File: config.mk
export PLATFORM = sky130hd
export DESIGN_NAME = scl_mul
export DESIGN_NICKNAME = d
export VERILOG_FILES = /design/src/rtl/assert_macros.svh /design/src/rtl/scl_pkg.sv /design/src/rtl/scl_mul.sv
export SDC_FILE = /design/constraint.sdc
export NUM_CORES = 2
export LEC_CHECK = 0
export BUFFER_PORTS_ARGS = -buffer_cell sky130_fd_sc_hd__buf_2
export CORE_MARGIN = 10
export CORE_UTILIZATION = 50
export CTS_CLUSTER_DIAMETER = 80
export DETAILED_ROUTE_END_ITERATION = 6
export GPL_TIMING_DRIVEN = 1
export PLACE_DENSITY = 0.7
export RECOVER_POWER = 25
export SLEW_MARGIN = 20
export SYNTH_ARGS = -nofsm -noshare
export SYNTH_HDL_FRONTEND = slang
export SYNTH_SLANG_ARGS = --single-unit
export TNS_END_PERCENT = 30
File: constraint.sdc
create_clock -name i_clk -period 10.5 [get_ports i_clk]
set_input_delay 0.525 -clock i_clk [delete_from_list [all_inputs] [get_ports i_clk]]
set_output_delay 0.525 -clock i_clk [all_outputs]
set_load 0.1 [all_outputs]
File: src/rtl/assert_macros.svh
// assertion macros used by the rtl top level
// no dependencies
`ifndef ASSERT_MACROS_SVH
`define ASSERT_MACROS_SVH

// implication checked on every rising clock edge, off while reset is held
`define SCL_ASSERT(lbl, clk, rst_n, prop) \
    lbl: assert property (@(posedge clk) disable iff (!(rst_n)) (prop)) \
        else $error("scl assertion failed");

// plain check on every edge, reset included
`define SCL_ASSERT_ALWAYS(lbl, clk, prop) \
    lbl: assert property (@(posedge clk) (prop)) else $error("scl assertion failed");

`endif

File: src/rtl/scl_pkg.sv
// types, coefficient tables and helpers of the stereo crossover / lfe split
// no dependencies
`default_nettype none

package scl_pkg;

    localparam int unsigned COEF_W = 64;
    localparam int unsigned HIST_W = 48;
    localparam int unsigned ACC_W  = 56;
    localparam int unsigned PROD_W = 112;
    localparam int unsigned SMP_W  = 16;

    typedef logic signed [COEF_W-1:0] t_coef;
    typedef logic signed [HIST_W-1:0] t_hist;
    typedef logic signed [ACC_W-1:0]  t_acc;
    typedef logic signed [PROD_W-1:0] t_prod;
    typedef logic signed [SMP_W-1:0]  t_smp;

    // request to and response from the shared multiplier
    typedef struct packed {
        logic  start;
        t_coef a;
        t_hist b;
    } t_mul_req;

    typedef struct packed {
        logic  done;
        t_prod prod;
    } t_mul_rsp;

    // decimal mantissa * 10^-exp10 to q4.59, rounded half up in magnitude
    function automatic t_coef f_q59(logic [63:0] mant, int unsigned exp10, bit neg);
        logic [127:0] w;
        logic [63:0]  m;
        w = {mant, 64'd0} >> 4;
        for (int unsigned e = 0; e < exp10; e++) begin
            w = w / 128'd10;
        end
        w = (w + 128'd1) >> 1;
        m = {1'b0, w[62:0]};
        return neg ? t_coef'(-$signed(m)) : t_coef'($signed(m));
    endfunction

    localparam t_coef LP_NUM [8] = '{
        f_q59(64'd5902287323061, 24, 1'b0), f_q59(64'd2951143661531, 23, 1'b0),
        f_q59(64'd5902287323061, 23, 1'b0), f_q59(64'd5902287323061, 23, 1'b0),
        f_q59(64'd2951143661531, 23, 1'b0), f_q59(64'd5902287323061, 24, 1'b0),
        64'sd0, 64'sd0};

    localparam t_coef HP_NUM [8] = '{
        f_q59(64'd981726438035, 12, 1'b0), f_q59(64'd4908632190175, 12, 1'b1),
        f_q59(64'd981726438035, 11, 1'b0), f_q59(64'd981726438035, 11, 1'b1),
        f_q59(64'd4908632190175, 12, 1'b0), f_q59(64'd981726438035, 12, 1'b1),
        64'sd0, 64'sd0};

    localparam t_coef DEN [8] = '{
        f_q59(64'd1, 0, 1'b0), f_q59(64'd4963115133507, 12, 1'b1),
        f_q59(64'd9853139865557, 12, 1'b0), f_q59(64'd9780721075822, 12, 1'b1),
        f_q59(64'd4854483143098, 12, 1'b0), f_q59(64'd963786799137, 12, 1'b1),
        64'sd0, 64'sd0};

    localparam t_acc Y_MAX = t_acc'(48'sh7FFF_FFFF_FFFF);
    localparam t_acc Y_MIN = t_acc'(-48'sh7FFF_FFFF_FFFF - 48'sd1);

    function automatic t_smp f_sat16(t_acc v);
        if (v > t_acc'(32767)) begin
            return t_smp'(32767);
        end else if (v < t_acc'(-32767)) begin
            return t_smp'(-32767);
        end
        return t_smp'(v);
    endfunction

endpackage

`default_nettype wire

File: src/rtl/scl_mul.sv
// shared signed 64 x 48 multiplier, one 33 x 25 partial product per cycle
// depends on scl_pkg
`default_nettype none

module scl_mul (
    input  wire                i_clk,
    input  wire                i_rst_n,
    input  scl_pkg::t_mul_req  i_req,
    output scl_pkg::t_mul_rsp  o_rsp
);

    scl_pkg::t_coef      r_a;
    scl_pkg::t_hist      r_b;
    logic [2:0]          r_part;
    logic                r_busy;
    logic signed [57:0]  r_pp;
    logic [1:0]          r_sh;
    logic                r_ppv;
    scl_pkg::t_prod      r_prod;
    logic                r_done;

    logic signed [32:0]  w_ae;
    logic signed [24:0]  w_be;
    logic signed [57:0]  w_mul;
    logic [6:0]          w_amt;
    scl_pkg::t_prod      w_pp_ext;

    // high halves signed, low halves zero extended
    assign w_ae  = r_part[1] ? {r_a[63], r_a[63:32]} : {1'b0, r_a[31:0]};
    assign w_be  = r_part[0] ? {r_b[47], r_b[47:24]} : {1'b0, r_b[23:0]};
    assign w_mul = 58'(w_ae) * 58'(w_be);
    assign w_amt = (r_sh[1] ? 7'd32 : 7'd0) + (r_sh[0] ? 7'd24 : 7'd0);
    assign w_pp_ext = scl_pkg::t_prod'(r_pp) <<< w_amt;

    always_ff @(posedge i_clk) begin
        if (!i_rst_n) begin
            r_busy <= 1'b0;
            r_ppv  <= 1'b0;
            r_done <= 1'b0;
            r_part <= 3'd0;
        end else if (i_req.start) begin
            r_a    <= i_req.a;
            r_b    <= i_req.b;
            r_part <= 3'd0;
            r_busy <= 1'b1;
            r_ppv  <= 1'b0;
            r_done <= 1'b0;
            r_prod <= '0;
        end else begin
            r_done <= 1'b0;
            if (r_ppv) begin
                r_prod <= r_prod + w_pp_ext;
            end
            if (r_busy) begin
                if (r_part != 3'd4) begin
                    r_pp   <= w_mul;
                    r_sh   <= r_part[1:0];
                    r_ppv  <= 1'b1;
                    r_part <= r_part + 3'd1;
                end else begin
                    r_ppv  <= 1'b0;
                    r_busy <= 1'b0;
                    r_done <= 1'b1;
                end
            end
        end
    end

    assign o_rsp.done = r_done;
    assign o_rsp.prod = r_prod;

endmodule

`default_nettype wire

==> key figures <==
Yosys
  • EDFF count, synth: 284
  • Mux contribution to synthesized area: 4.231%
  • Sequential element share of the synthesized area: between 10% and 20%
  • Xor/xnor share of the synthesized area: 3.029%
  • Post-synthesis cell count: 4,961
  • Synth Cell Area: 0.04684 mm^2
  • Adder-cell share of the synthesized area: between 40% and 50%
  • Fraction of registers with async set/reset: 0%
  • Number of distinct library cells after synthesis: 87
  • Simple-gate share of the synthesized area: 12.98%
  • Syn nets: 6,189
  • Avg Cell Area, Syn: 9.442 um^2
  • Most used flip-flop cell after synthesis: edfxtp_1
  • Synth warnings: 0
  • Seq cells post-synth: 290
  • Largest family of logic cells by synthesized area: adder cells
  • Synth Area in Compound Gates: 9.245%

Drt
  • DR WL met2: 67,530 um
  • Final WL: 148,700 um
  • Vias/cell: 5.782
  • Initial DRT Pass Iterations: 7
  • DR top layer: met5
  • Met1 Wirelength: ~58,000 um
  • Post-route ant nets: 0
  • Vias: roughly 37k
  • Met3 Wirelength: between 10,000 and 15,000 um
  • Drt wl/cell: 23.43 um
  • DRT iter0 DRCs: 3,835
  • DRC viols: 0

Worst setup path
  • Crit Path Max Fanout: 35
  • Largest delay share family, worst path: adder cells
  • Crit-path slowest cell: mux2i_1
  • CP most frequent cell: fa_1
  • Arrival @ worst endpoint: about 9.2 ns
  • Crit. End Element: flip-flop
  • CP bufs+invs: 4
  • Worst Path Required: 10.85 ns
  • Critical path type: flip-flop to flip-flop
  • Worst setup SP type: flip-flop
  • Crit-path max cell delay: 1.01 ns

Die
  • Die Height: 326.1 um
  • Die X: 326.1 um
  • I/O Pins: approximately 230
  • Core area: 0.09319 mm^2
  • Cell Rows: 112
  • Initial Util: 50.27%
  • Die area: between 0.1 and 0.15 mm^2

Timing
  • Final setup vio count: 0
  • Fin Clk Skew: 0.03236 ns
  • Setup TNS: 0 ns
  • Slew HR: -130.9%
  • Fmax: 0.1126 GHz
  • Period utilisation layout: 84.57%
  • Final min period: 8.880 ns
  • Pins Over Slew Limit: 135
  • Worst Tran Pin Value: 3.461 ns
  • RSZ-0062 raised after global routing: no
  • Count of final hold-check violations: 0

GRT
  • Gr usage total: roughly 28%
  • Grt ovf: 0
  • Largest net degree at the start of global routing: 93
  • Global-route wire length before repair: around 230,000 um
  • Initial antenna violation count: 15
  • Vias in the first global route: ~38k

Clocking
  • CTS tree: built
  • Clk slew on worst S/H paths: 0.06 ns
  • Clk sinks: 290
  • Clock latency on the worst-skew pair: between 0.6 and 0.7 ns
  • Postcts setup bufs: 0
  • Clk buf depth: 3
  • H-tree lvl count: 2
  • Clock buffer count from CTS: 39
  • CTS root buf: clkbuf_16
  • Post-CTS resize count: 0
  • Post-CTS Hold Buffers: 0

Cells and area
  • Commonest non-fill, non-tap cells in the layout: inv_1 (850), fa_1 (843), nor2_1 (627)
  • NumNets Final: 6,285
  • # fillers: 8,338
  • P&R area growth vs syn: 8.021%
  • Layout cell share with drive strength beyond 1: 9.298%
  • Register area: 0.008656 mm^2
  • Multi-input logic area: 0.03419 mm^2
  • Most common cell after layout, fill and taps aside: inv_1

Run status
  • Outcome: finished with violations
  • Failing checks: capacitance limit, slew limit

Min path
  • Tightest Hold Check Type: input pin to flip-flop

Place
  • PortBufs: 227
  • DP HPWL: 121,200 um
  • Final Wtd Congestion: approximately 0.99

Flow run
  • Max-capacitance violation count: 3
final cells by class:
type | count | share of cell area, %
well taps | 1254 | 3.101
diodes | 5 | 0.02473
multi-input cells | 3580 | 67.57
clock inverters | 30 | 0.7097
clock buffers | 41 | 1.944
repair buffers | 294 | 3.224
flip-flops and latches | 290 | 17.11
inverters | 852 | 6.320
flip-flops by register name (all words and copies together), names as in the netlist:
signal  count
r_prod    112
r_part      3
r_busy      1
r_ppv       1
r_a        64
r_b        48
r_done      1
r_sh        2
r_pp       58
per-layer routing:
metal	track usage, %	vias up
met5	0	-
met4	12.86	16
met3	6.567	441
met2	43.73	1893
met1	35.66	18365
li1	-	15978
worst paths after layout:
| kind | cells past startpoint | from | endpoint | slack [ns] |
|---|---|---|---|---|
| worst max-delay path | 25 | r_part[1] | r_pp[53] | 1.62 |
| worst min-delay path | 1 | i_req[29] | r_b[29] | 0.07 |
| worst max register to register | 25 | r_part[1] | r_pp[53] | 1.62 |
| worst min register to register | 2 | r_busy | r_done | 0.45 |
logic make-up after synthesis:
logic type	Yosys count
xor+xnor	162
fa+ha+maj	1113
compound gates	672
buf+inv	1091
flops	290
simple gates	1442
mux	191
synthesized netlist by cell type (all sizes together), types with 38 or more instances:
| cell type | instances | area share, % |
|---|---|---|
| nand4 | 42 | 0.56 |
| nand3 | 40 | 0.43 |
| xor2 | 56 | 1.0 |
| o21bai | 38 | 0.61 |
| fa | 843 | 36 |
| mux2i | 135 | 2.9 |
| nand2 | 538 | 4.3 |
| xnor2 | 106 | 2.0 |
| and2 | 42 | 0.56 |
| nor2 | 629 | 5.0 |
| a21oi | 210 | 2.3 |
| ha | 270 | 7.2 |
| a21o | 115 | 1.8 |
| mux2 | 56 | 1.3 |
| o21ai | 142 | 1.5 |
| inv | 852 | 6.8 |
| clkbuf | 205 | 1.6 |
| edfxtp | 284 | 18 |
through the flow:
step                      setup WS [ns]  util [%]  area, um^2  hold WS [ns]  instances
after floorplan                   2.399         -       46840        0.4348       4961
after global placement            1.867     52.84       49240        0.4676       6270
after detailed placement          1.696     52.85       49250        0.4680       6270
after CTS                         1.650     54.29       50590       0.05431       6341
after global routing              1.246     54.28       50590       0.06259       6341
final                             1.620     54.30       50600       0.07428       6346
Power is left out: the tool's default activity adds up to more than one toggle a clock period on the data nets, which glitch-free logic cannot reach.
